[config.mk]
export PLATFORM = sky130hd
export DESIGN_NAME = packet_error_rate_tracker_core
export DESIGN_NICKNAME = d
export VERILOG_FILES = /design/src/rtl/pert_pkg.sv /design/src/rtl/packet_error_rate_tracker_core.sv
export VERILOG_INCLUDE_DIRS = /design/src /design/src/rtl
export SDC_FILE = /design/constraint.sdc
export NUM_CORES = 1
export LEC_CHECK = 0
export BUFFER_PORTS_ARGS = -buffer_cell sky130_fd_sc_hd__buf_2
export CAP_MARGIN = 10
export CORE_MARGIN = 8
export CORE_UTILIZATION = 30
export CTS_CLUSTER_DIAMETER = 80
export CTS_CLUSTER_SIZE = 16
export DETAILED_ROUTE_END_ITERATION = 7
export SLEW_MARGIN = 20
export SYNTH_ARGS = -nofsm -noshare
export SYNTH_HDL_FRONTEND = slang
export SYNTH_SLANG_ARGS = --single-unit
[constraint.sdc]
create_clock -name clk -period 7.64 [get_ports clk]
set_clock_uncertainty 0.2 [all_clocks]
set_input_delay 0.382 -clock clk [delete_from_list [all_inputs] [get_ports clk]]
set_output_delay 0.382 -clock clk [all_outputs]
set_load 0.02 [all_outputs]
[src/rtl/packet_error_rate_tracker_core_defines.svh]
// assertion macros for the packet error rate tracker
// used by rtl/packet_error_rate_tracker_core.sv, expects clk and rst_n in scope
`ifndef PACKET_ERROR_RATE_TRACKER_CORE_DEFINES_SVH
`define PACKET_ERROR_RATE_TRACKER_CORE_DEFINES_SVH

// same-cycle implication, checked out of reset
`define PERT_ASSERT_NOW(lbl, ante, cons, msg) \
  lbl: assert property (@(posedge clk) disable iff (!rst_n) (ante) |-> (cons)) \
    else $error(msg);

// next-cycle implication, checked out of reset
`define PERT_ASSERT_NEXT(lbl, ante, cons, msg) \
  lbl: assert property (@(posedge clk) disable iff (!rst_n) (ante) |=> (cons)) \
    else $error(msg);

`endif

[src/rtl/pert_pkg.sv]
// types and constants for the packet error rate tracker
// no dependencies
package pert_pkg;

  typedef struct packed {
    logic        func;
    logic        crc_ok;
    logic [7:0]  frame_length;
    logic [15:0] seq_number;
  } pert_in_t;

  typedef struct packed {
    logic [15:0] received_total;
    logic [15:0] missed_total;
    logic [6:0]  error_percent;
    logic        frame_fault;
    logic        restart_rx;
    logic        report;
  } pert_out_t;

  localparam logic [15:0] UNSET_INDEX    = 16'hFFFF;
  localparam logic [8:0]  FRAME_OVERHEAD = 9'd4;
  localparam logic [8:0]  MAX_DATA_BYTES = 9'd6;
  localparam logic [6:0]  PCT_FULL       = 7'd100;
  localparam int          DIV_W          = 23;
  localparam logic        FUNC_FRAME     = 1'b0;
  localparam logic        FUNC_RESTART   = 1'b1;

  // 16 = 1 mod 5, so the nibble sum keeps the residue
  function automatic logic is_mult5(input logic [15:0] v);
    logic [5:0] s1;
    logic [4:0] s2;
    s1 = 6'(v[3:0]) + 6'(v[7:4]) + 6'(v[11:8]) + 6'(v[15:12]);
    s2 = 5'(s1[5:4]) + 5'(s1[3:0]);
    return (s2 == 5'd0) || (s2 == 5'd5) || (s2 == 5'd10) || (s2 == 5'd15);
  endfunction

endpackage

[src/rtl/packet_error_rate_tracker_core.sv]
// packet error rate tracker core: counters, sequencer and shared divider
// depends on pert_pkg and packet_error_rate_tracker_core_defines.svh
//
// usage:
//   input channel in_valid/in_stall/in_data carries one event per transaction:
//   a received frame (func = 0) or a measurement restart (func = 1)
//   every input transaction yields exactly one result on out_valid/out_stall/out_data
//   with the counters after the event, the error percentage and the flags
// sequencing:
//   restart and faulty frames go from anchor straight to done; good frames
//   pass classify and prep and go to done when the span is not positive,
//   or after check when the ratio is full; else the percentage comes from a
//   restoring divider that retires one quotient bit a cycle through a single
//   shared subtractor (seven bits); in_stall stays high until the result is
//   loaded in the output register, so one transaction is in work at a time
// reset: synchronous, active low; start index unset, counters clear, no result
// receiver stall:
//   the result register holds while out_stall is high; a new event may be accepted
//   meanwhile, and its result waits in the sequencer until the register frees
`include "packet_error_rate_tracker_core_defines.svh"

module packet_error_rate_tracker_core
  import pert_pkg::*;
(
  input  logic      clk,
  input  logic      rst_n,
  input  logic      in_valid,
  output logic      in_stall,
  input  pert_in_t  in_data,
  output logic      out_valid,
  input  logic      out_stall,
  output pert_out_t out_data
);

  typedef enum logic [2:0] {
    S_IDLE, S_ANCHOR, S_CLASSIFY, S_PREP, S_CHECK, S_DIV, S_FIN, S_DONE
  } state_t;

  state_t            state_r;
  pert_in_t          item_r;
  logic [15:0]       start_r;
  logic [15:0]       rcv_r;
  logic [15:0]       miss_r;
  logic [15:0]       pos_r;
  logic [15:0]       exp_r;
  logic [15:0]       span_s_r;
  logic [DIV_W-1:0]  rem_r;
  logic [6:0]        q_r;
  logic [2:0]        k_r;
  logic [6:0]        pct_r;
  logic              fault_r;
  logic              restart_r;
  logic              report_r;
  logic              out_valid_r;
  pert_out_t         out_r;

  logic              bad_len;
  logic              anchor;
  logic [16:0]       span;
  logic [DIV_W-1:0]  alu_b;
  logic [DIV_W:0]    alu_diff;
  logic              alu_borrow;

  assign in_stall  = (state_r != S_IDLE);
  assign out_valid = out_valid_r;
  assign out_data  = out_r;

  assign bad_len = (9'(item_r.frame_length) < FRAME_OVERHEAD) ||
                   (9'(item_r.frame_length) > FRAME_OVERHEAD + MAX_DATA_BYTES);
  assign anchor  = (start_r == UNSET_INDEX) || (item_r.seq_number == 16'd1);
  assign span    = {1'b0, item_r.seq_number} - {1'b0, start_r};

  // shared compare and subtract unit
  always_comb begin
    if (state_r == S_CHECK) begin
      alu_b = DIV_W'(span_s_r) * DIV_W'(PCT_FULL);
    end else begin
      alu_b = DIV_W'(span_s_r) << k_r;
    end
    alu_diff   = {1'b0, rem_r} - {1'b0, alu_b};
    alu_borrow = alu_diff[DIV_W];
  end

  always_ff @(posedge clk) begin
    if (!rst_n) begin
      state_r     <= S_IDLE;
      start_r     <= UNSET_INDEX;
      rcv_r       <= '0;
      miss_r      <= '0;
      pos_r       <= '0;
      out_valid_r <= 1'b0;
    end else begin
      if (out_valid_r && !out_stall && (state_r != S_DONE)) begin
        out_valid_r <= 1'b0;
      end
      case (state_r)
        S_IDLE: begin
          if (in_valid) begin
            item_r    <= in_data;
            fault_r   <= 1'b0;
            restart_r <= 1'b0;
            report_r  <= 1'b0;
            pct_r     <= '0;
            state_r   <= S_ANCHOR;
          end
        end
        S_ANCHOR: begin
          if (item_r.func == FUNC_RESTART) begin
            start_r <= UNSET_INDEX;
            rcv_r   <= '0;
            miss_r  <= '0;
            pos_r   <= '0;
            state_r <= S_DONE;
          end else if (!item_r.crc_ok || bad_len) begin
            miss_r  <= miss_r + 16'd1;
            fault_r <= 1'b1;
            state_r <= S_DONE;
          end else begin
            if (anchor) begin
              start_r <= item_r.seq_number - 16'd1;
              rcv_r   <= '0;
              miss_r  <= '0;
              pos_r   <= '0;
              exp_r   <= item_r.seq_number;
            end else begin
              exp_r   <= pos_r + 16'd1 + start_r;
            end
            report_r <= is_mult5(item_r.seq_number);
            state_r  <= S_CLASSIFY;
          end
        end
        S_CLASSIFY: begin
          if (item_r.seq_number == exp_r) begin
            rcv_r <= rcv_r + 16'd1;
            pos_r <= pos_r + 16'd1;
          end else if (item_r.seq_number > exp_r) begin
            miss_r <= miss_r + (item_r.seq_number - exp_r);
            pos_r  <= item_r.seq_number - start_r;
          end else begin
            restart_r <= 1'b1;
          end
          state_r <= S_PREP;
        end
        S_PREP: begin
          if (span[16] || (span == 17'd0)) begin
            state_r <= S_DONE;
          end else begin
            span_s_r <= span[15:0];
            rem_r    <= DIV_W'(rcv_r) * DIV_W'(PCT_FULL) + DIV_W'(span[15:0]) -
                        DIV_W'(1);
            q_r      <= '0;
            k_r      <= 3'd6;
            state_r  <= S_CHECK;
          end
        end
        S_CHECK: begin
          // ceil ratio of 100 or more gives zero percent
          if (!alu_borrow) begin
            state_r <= S_DONE;
          end else begin
            state_r <= S_DIV;
          end
        end
        S_DIV: begin
          if (!alu_borrow) begin
            rem_r     <= alu_diff[DIV_W-1:0];
            q_r[k_r]  <= 1'b1;
          end
          if (k_r == 3'd0) begin
            state_r <= S_FIN;
          end else begin
            k_r <= k_r - 3'd1;
          end
        end
        S_FIN: begin
          pct_r   <= PCT_FULL - q_r;
          state_r <= S_DONE;
        end
        S_DONE: begin
          if (!out_valid_r || !out_stall) begin
            out_r.received_total <= rcv_r;
            out_r.missed_total   <= miss_r;
            out_r.error_percent  <= pct_r;
            out_r.frame_fault    <= fault_r;
            out_r.restart_rx     <= restart_r;
            out_r.report         <= report_r;
            out_valid_r          <= 1'b1;
            state_r              <= S_IDLE;
          end
        end
        default: begin
          state_r <= S_IDLE;
        end
      endcase
    end
  end

  `PERT_ASSERT_NEXT(a_busy_after_accept, in_valid && !in_stall, in_stall,
                    "accepted transaction did not start work")
  `PERT_ASSERT_NOW(a_pct_range, out_valid, out_data.error_percent <= PCT_FULL,
                   "error percent above 100")
  `PERT_ASSERT_NOW(a_fault_quiet, out_valid && out_data.frame_fault,
                   (out_data.error_percent == 7'd0) && !out_data.report &&
                   !out_data.restart_rx, "faulty frame carries flags")
  `PERT_ASSERT_NOW(a_div_quotient, state_r == S_FIN, q_r < PCT_FULL,
                   "quotient not below 100")

endmodule
==> results.yml, run 1 <==
outcome:
  status: "completed"
clock_network:
  clk_pin_slew_ns: 0.08
  clock_latency_ns: 0.53
  cts_tree: "yes"
  htree_levels: 1
  post_cts_buffers: 0
  cts-root-buf: "clkbuf_16"
  cts_sinks: 211
  cts_buffers: 18
  clock_path_buffers: 3
final_layout:
  fin_area_um2: 20330
  fin_nets: 2431
  n_antenna_cell: 0
  post-route-util: 0.3382
  area_delta_synth_final_pct: 11.81
  drive_gt1_frac: 0.07257
synthesis:
  synth.distinct_cells: 84
  synth_top_area_cell: "edfxtp_1"
  ys_warn_count: 0
  ys_top_cells_by_count: "inv_1, ha_1, nand2_1"
  syn_inst: 2022
  yosysSeqAreaShare: 0.3110
  synthArstFlopShare: 0
  synth_top_area_share: 0.2361
  synth-edff-count: 143
  syn_area_um2: 18190
  synth-seq-cells: 211
  avgSynthCellArea_um2: 8.995
  synthTopCellsByArea: "edfxtp_1, ha_1, dfxtp_1, inv_1, fa_1"
  ys.flop_type: "edfxtp_1"
  syn-num-nets: 2343
  synth.most_common_cell: "inv_1"
placement:
  placed_area_um2: 19510
  portBuffers: 73
  hpwl_um: 37490
  place_congestion: 0.8826
critical_path:
  slowest_stage: "o21ai_0"
  crit_family: "compound AO/OA/AOI/OAI gates"
  path_cells: "ha_1, ha_1, fa_1, ha_1, nor2b_1, o21ai_0, nand2b_1, a21oi_1, o21ai_1, a41oi_1, nor2b_1, xnor2_1, o21ai_0, ha_1, a21o_1, a21o_1, inv_1, nand2_1, nand2_1, a21oi_1, o41ai_1, o21ai_0, a41o_1, buf_4"
  cp_max_fo: 30
  path_buf_inv: 2
  path_common_cell: "ha_1"
  critical_path_class: "flip-flop to flip-flop"
  critPathRequiredTime_ns: 7.60
  end_kind: "flip-flop"
  cp.arrival_ns: 6.36
  start_kind: "flip-flop"
  critical_path.max_stage_delay_ns: 0.61
floorplan:
  die-area_um2: 68760
  start_util: 0.3025
  core-area_um2: 60130
  io_pins: 74
  die_h_um: 262.2
  rows: 90
  fp.dieW_um: 262.2
timing:
  worst_pin_slew_ns: 0.9971
  fmax_mhz: 156.3
  hold_viol: 0
  post-route-min-period_ns: 6.399
  min_period_over_period: 0.8376
  setup_viol: 0
  max_slew_margin: 0.3292
  rsz0062_at_grt: "false"
  drv_slew: 0
  finalSetupTns_ns: 0
route:
  drt_iter0_drc: 788
  vias_per_cell: 5.083
  ant_nets: 0
  first_pass_iters: 5
  wire_per_inst_um: 16.58
  routed_wl_um: 48160
  drcViolationCount: 0
  vias: 14761
power:
  switchingPower_uw: 2269
  ir_drop_v: 0.0001654
  seqPwrFrac: 0.290
  p_int_uw: 3056
  switching_share: 0.4262
  p_clk_frac: 0.174
  pwr-share-comb: 0.536
  p_leak_uw: 0.009101
  power.density_nw_per_um2: 261.9
grt:
  grt_pass1_wl_um: 78540
  grt_max_degree: 41
  antenna_found_initial: 0
  first_global_vias: 14659
  overflow: 0
  grt_usage: 0.1366
run:
  maxCapViolations: 0
worst_hold_path:
  worstHoldPathType: "input port to flip-flop"
==> sequential cells by signal, indices dropped and copies added, names as in the netlist, 16 cells and up <==
name,count
out_data,42
item_r,26
rem_r,23
exp_r,16
miss_r,16
pos_r,16
rcv_r,16
span_s_r,16
start_r,16
==> what timing repair did <==
action | in CTS | in global routing
endpoints found under the setup margin | 0 | 0
resized for setup | 0 | 0
hold buffers | 27 | 0
endpoints found under the hold margin | 27 | 0
==> worst reg2reg max path, stage by stage (launching register included) <==
cell and delay, ns:
edfxtp_1 0.51, ha_1 0.33, ha_1 0.32, fa_1 0.47, ha_1 0.35, nor2b_1 0.15, o21ai_0 0.14, nand2b_1 0.10
a21oi_1 0.21, o21ai_1 0.12, a41oi_1 0.27, nor2b_1 0.19, xnor2_1 0.12, o21ai_0 0.10, ha_1 0.38, a21o_1 0.13
a21o_1 0.15, inv_1 0.06, nand2_1 0.05, nand2_1 0.05, a21oi_1 0.20, o41ai_1 0.13, o21ai_0 0.61, a41o_1 0.27
buf_4 0.39
==> layout by cell type (no fill, tap or decap), types with 19 or more instances in the layout <==
cell           instances
a21o_1                39
a21oi_1              143
buf_2                 73
buf_4                 19
clkbuf_16             19
dfxtp_1               68
dlygate4sd3_1         27
edfxtp_1             143
fa_1                  50
ha_1                 241
inv_1                287
nand2_1              156
nand3_1               49
nor2_1               142
nor2b_1               24
nor3_1                41
o21ai_0               94
o21ai_1               19
xnor2_1               91
xor2_1                57
==> final timing paths <==
| path | startpoint | endpoint | slack [ns] | depth (start not counted) |
|---|---|---|---|---|
| max | span_s_r[3] | rem_r[22] | 1.24 | 24 |
| min | out_stall | out_valid | 0.03 | 3 |
| max reg2reg | span_s_r[3] | rem_r[22] | 1.24 | 24 |
| min reg2reg | pct_r[3] | out_data[6] | 0.22 | 0 |
==> per-layer routing <==
| metal | wire length (µm) | global-route usage | vias to the layer above |
|---|---|---|---|
| li1 | - | - | 7290 |
| met1 | 22030 | 0.1776 | 7070 |
| met2 | 22860 | 0.2374 | 328 |
| met3 | 1967 | 0.01740 | 73 |
| met4 | 1297 | 0.03517 | 0 |
| met5 | 0 | 0 | - |
==> final cells by class <==
cell class | instances | area, µm²
Fill cell | 6210 | 39800
Multi-Input combinational cell | 1471 | 11290
Sequential cell | 211 | 5655
Inverter | 289 | 1085
Tap cell | 782 | 978.4
Timing Repair Buffer | 119 | 778.2
Clock buffer | 28 | 510.5
Clock inverter | 4 | 36.28
==> kinds of logic (layout without fill, tap and decap cells) <==
group	Yosys count	count (layout)	share of synthesized area
AO/OA/AOI/OAI	477	477	0.1681
adder cells (fa/ha/maj)	291	291	0.2208
AND/OR/NAND/NOR	524	524	0.1348
XOR/XNOR	149	149	0.07251
buffers and inverters	340	440	0.07045
multiplexers	30	30	0.02236
flip-flops	211	211	0.3110
==> power by group through the flow <==
stage               clock (µW)  sequential, µW  combinational, µW
global route               996            1560               3220
CTS                        955            1540               2860
floorplan                    0            1510               2180
finish                     927            1540               2860
detailed placement           0            1570               2830
global placement             0            1560               2770
==> through the flow <==
stage | worst slack (ns) | cells | hold WS (ns) | total power, µW
floorplan | 2.001 | 2022 | 0.2003 | 3686
finish | 1.241 | 2904 | 0.03324 | 5325
global route | 0.7926 | 2904 | 0.01889 | 5767
CTS | 1.324 | 2904 | 0.007845 | 5358
global placement | 1.466 | 2845 | 0.2036 | 4331
detailed placement | 1.373 | 2845 | 0.2045 | 4394
(Power assumes the default switching activity.)
==> inputs of run 2 (changes only) <==
==> constraint.sdc (replaced) <==
create_clock -name clk -period 6.5 [get_ports clk]
set_clock_uncertainty 0.2 [all_clocks]
set_input_delay 0.325 -clock clk [delete_from_list [all_inputs] [get_ports clk]]
set_output_delay 0.325 -clock clk [all_outputs]
set_load 0.02 [all_outputs]
==> run 2 against run 1 <==
- global-route usage is 0.077 points lower
- register-to-register slack worse by 0.84 ns
- core utilization is 0.17 points higher
- cell count is 0.31% higher
- wire length is 0.53% higher
- critical path type unchanged
==> results.yml, run 2 (synthesized netlist as in run 1, its figures left out) <==
route:
  wl_met3_um: 1977
  ant_nets: 0
  wl_met1_um: 21820
  drt_iter0_drc: 806
  vias_per_cell: 5.098
  routed_wl_um: 48410
  routed.top_layer: "met4"
  first_pass_iters: 6
  vias: 14850
  wire_per_inst_um: 16.62
  drcViolationCount: 0
  route.met2.wl_um: 23380
critical_path:
  cp_max_fo: 30
  cp.arrival_ns: 6.13
  start_kind: "flip-flop"
  critical_path_class: "flip-flop to flip-flop"
  critPathRequiredTime_ns: 6.52
  end_kind: "flip-flop"
outcome:
  status: "completed"
power:
  power.density_nw_per_um2: 308.3
  power_uw: 6301
  p_leak_uw: 0.009146
  ir_drop_v: 0.0001954
clock_network:
  cts_tree: "yes"
  post_cts_buffers: 0
  cts_sinks: 211
  cts_buffers: 19
  clk_pin_slew_ns: 0.09
  clock_latency_ns: 0.55
  htree_levels: 1
  clock_path_buffers: 3
  cts-root-buf: "clkbuf_16"
grt:
  grt_usage: 0.1359
  grt_max_degree: 41
  antenna_found_initial: 0
  first_global_vias: 14841
  grt_pass1_wl_um: 78260
  overflow: 0
final_layout:
  largest_register: "out_data"
  n_antenna_cell: 0
  area_delta_synth_final_pct: 12.38
  drive_gt1_frac: 0.07743
  final_common_cell: "inv_1"
  layout_common_cells: "inv_1, ha_1, nand2_1"
  fin_nets: 2439
  top_regs: "out_data x42, item_r x26, rem_r x23"
  largest_register_ffs: 42
timing:
  drv_slew: 0
  setup_ws_ns: 0.3965
  post-route-min-period_ns: 6.104
  holdWs_ns: 0.1535
  rsz0062_at_grt: "false"
  setup_viol: 0
  fmax_mhz: 163.8
  worst_pin_slew_ns: 0.8546
  min_period_over_period: 0.9390
  hold_viol: 0
  max_slew_margin: 0.4289
  finalSetupTns_ns: 0
floorplan:
  io_pins: 74
  die_h_um: 262.2
  start_util: 0.3025
  die-area_um2: 68760
  rows: 90
  fp.dieW_um: 262.2
  core-area_um2: 60130
worst_hold_path:
  worstHoldPathType: "input port to flip-flop"
placement:
  place_congestion: 0.8908
  portBuffers: 73
  place_ws_ns: 0.2677
  hpwl_um: 37540
run:
  maxCapViolations: 0
[run 2: layout make-up]
cell class                 instances  area [µm²]
multi-input combinational       1471       11310
timing repair buffer             126       833.3
sequential                       211        5655
clock inverter                     6       60.06
inverter                         289        1085
tap                              782       978.4
fill                            6277       39690
clock buffer                      28       519.2
[run 2: worst paths after layout]
kind / start / end / slack [ns] / cells after the start
max: span_s_r[2] / q_r[3] / 0.40 / 23
min: rst_n / start_r[0] / 0.15 / 2
max reg2reg: span_s_r[2] / q_r[3] / 0.40 / 23
min reg2reg: report_r / out_data[0] / 0.22 / 0
[run 2: worst max-delay path, stage by stage, from the launching register on]
cell      delay [ns]
edfxtp_1        0.48
ha_1            0.35
ha_1            0.31
fa_1            0.47
ha_1            0.35
nor2b_1         0.14
o21ai_0         0.13
nand2b_1        0.10
a21oi_1         0.20
nor2b_1         0.07
nor2_1          0.11
xnor2_1         0.12
a21oi_1         0.09
ha_1            0.34
inv_1           0.13
o21bai_1        0.12
a21oi_1         0.21
nor2b_1         0.08
a311oi_2        0.35
a21oi_1         0.14
o41ai_1         0.44
o21ai_1         0.28
a41o_1          0.30
buf_4           0.25
[run 2: repair_timing]
item	4_1_cts	5_1_grt
resized for setup	0	2
hold buffers	28	0
endpoints found under the setup margin	0	30
hold endpoints to repair	30	0
[run 2: metrics by stage]
step,cell area [µm²],std cells,utilization
after floorplan,18190,2022,-
after global placement,19560,2851,0.3252
after detailed placement,19560,2851,0.3253
after CTS,20420,2913,0.3396
after global routing,20440,2913,0.3399
final,20440,2913,0.3399
[run 2: where the power goes]
group          total (µW)  internal, µW  switching [µW]  leakage (µW)
logic                3360          1370            2000       0.00699
registers            1800          1680             129       0.00188
clock network        1130           572             561      0.000279
total                6300          3620            2690       0.00915
[run 2: per-layer routing]
layer  up-vias  track usage
met3        72      0.01927
met4         0      0.03532
met1      7184       0.1723
met5         -            0
met2       291       0.2397
li1       7303            -
==> inputs of run 3 (changes only) <==
--- a/config.mk
+++ b/config.mk
@@ -9,10 +9,11 @@
 export BUFFER_PORTS_ARGS = -buffer_cell sky130_fd_sc_hd__buf_2
 export CAP_MARGIN = 10
 export CORE_MARGIN = 8
-export CORE_UTILIZATION = 30
+export CORE_UTILIZATION = 53
 export CTS_CLUSTER_DIAMETER = 80
 export CTS_CLUSTER_SIZE = 16
 export DETAILED_ROUTE_END_ITERATION = 7
+export PLACE_DENSITY = 0.7
 export SLEW_MARGIN = 20
 export SYNTH_ARGS = -nofsm -noshare
 export SYNTH_HDL_FRONTEND = slang
==> run 3 against run 2 <==
- cell area down 2.6%
- critical path depth up 1
- worst setup slack worse by 0.070 ns
- combinational power about the same
- core utilization up 24 points
- clock power down 12%
- critical path type unchanged
- critical endpoint is now q_r[5]
- largest cell class unchanged
==> results.yml, run 3 (synthesized netlist as in run 1, its figures left out) <==
route:
  drcViolationCount: 0
  vias_per_cell: 5.787
  drt_iter0_drc: 980
  first_pass_iters: 5
  wire_per_inst_um: 17.62
  ant_nets: 0
  routed_wl_um: 45410
  vias: 14918
grt:
  grt_pass1_wl_um: 74660
  overflow: 0
  antenna_found_initial: 0
  grt_max_degree: 41
  first_global_vias: 15015
  grt_usage: 0.2202
critical_path:
  path_common_cell: "ha_1"
  path_buf_inv: 2
  cp.arrival_ns: 6.20
  critPathRequiredTime_ns: 6.52
  critical_path.max_stage_delay_ns: 0.51
  path_cells: "ha_1, ha_1, fa_1, ha_1, nor2b_1, o21ai_0, nand2b_1, a21oi_1, o21ai_1, a41oi_1, nor2b_1, xnor2_1, o21ai_0, ha_1, a21o_1, a21o_1, inv_1, nand2_1, nand2_1, a21oi_1, o41ai_1, o21ai_1, a41o_1, buf_12"
  crit_family: "compound AO/OA/AOI/OAI gates"
  end_kind: "flip-flop"
  cp_max_fo: 30
  cp_num_cells: 24
  critical_path_class: "flip-flop to flip-flop"
  start_kind: "flip-flop"
  r2r_cells: 24
  slowest_stage: "edfxtp_1"
power:
  p_clk_frac: 0.161
  switching_share: 0.4233
  seqPwrFrac: 0.295
  p_int_uw: 3541
  switchingPower_uw: 2599
  power_uw: 6140
  p_leak_uw: 0.009084
  power.density_nw_per_um2: 308.3
  pwr-share-comb: 0.544
  ir_drop_v: 0.0002628
worst_hold_path:
  worstHoldPathType: "input port to flip-flop"
  min_delay_path_depth: 2
final_layout:
  area_delta_synth_final_pct: 9.494
  top_regs: "out_data x42, item_r x26, rem_r x23"
  regArea_um2: 5655
  multi_input_area_um2: 11300
  fin_cells: 2578
  fin_nets: 2433
  drive_gt1_frac: 0.07160
  largest_register_ffs: 42
  n_antenna_cell: 0
  fillers: 3028
  final_common_cell: "inv_1"
  largest_register: "out_data"
  layout_common_cells: "inv_1, ha_1, nand2_1"
timing:
  setup_viol: 0
  hold_viol: 0
  holdWs_ns: 0.1598
  post-route-min-period_ns: 6.174
  worst_pin_slew_ns: 0.9543
  drv_slew: 0
  fmax_mhz: 162.0
  rsz0062_at_grt: "false"
  max_slew_margin: 0.3589
  min_period_over_period: 0.9498
  finalSetupTns_ns: 0
placement:
  hpwl_um: 35270
  portBuffers: 73
  place_congestion: 0.9236
  dp_cells: 2520
clock_network:
  cts_tree: "yes"
  clock_path_buffers: 3
  cts-root-buf: "clkbuf_16"
  post_cts_buffers: 0
  cts_buffers: 17
  clock_latency_ns: 0.52
  clk_pin_slew_ns: 0.08
  cts_sinks: 211
  htree_levels: 1
floorplan:
  rows: 68
  die-area_um2: 40500
  core-area_um2: 34200
  die_h_um: 201.2
  fp.dieW_um: 201.2
  io_pins: 74
  start_util: 0.5318
run:
  maxCapViolations: 0
outcome:
  status: "completed"
## run 3: final timing paths
check / start / endpoint / slack [ns]
worst max register to register: span_s_r[3] / q_r[5] / 0.33
worst min-delay path: rst_n / start_r[0] / 0.16
worst min register to register: report_r / out_data[0] / 0.22
worst max-delay path: span_s_r[3] / q_r[5] / 0.33
## run 3: power groups by stage
stage,Combinational [µW],Sequential (µW),Clock (µW)
detailed placement,3290,1830,0
finish,3340,1810,990
global route,3730,1820,1060
CTS,3330,1810,1010
floorplan,2560,1770,0
global placement,3190,1830,0
## run 3: layer usage
metal | vias up | GRT usage | share of wire
met5 | - | 0 | 0
met4 | 0 | 0.07748 | 0.037
met3 | 106 | 0.02718 | 0.046
met2 | 398 | 0.4023 | 0.50
met1 | 7117 | 0.2627 | 0.42
li1 | 7297 | - | -
## run 3: layout make-up
cell class,instances,area share
Multi-Input combinational cell,1471,0.5673
Sequential cell,211,0.2840
Inverter,289,0.05447
Timing Repair Buffer,122,0.04097
Tap cell,455,0.02859
Clock buffer,28,0.02344
Clock inverter,2,0.001257
## run 3: per-stage QoR
step,utilization,instance area [µm²],setup WS [ns]
floorplan,-,18190,0.8614
global placement,0.5593,19130,0.5480
detailed placement,0.5595,19140,0.3241
CTS,0.5821,19910,0.2376
global route,0.5822,19910,0.02924
finish,0.5822,19910,0.3264
## run 3: what timing repair did
item                                    CTS  global route
endpoints found under the hold margin    28             0
gates resized for setup                   0             2
endpoints found under the setup margin    0            30
hold buffers                             28             0
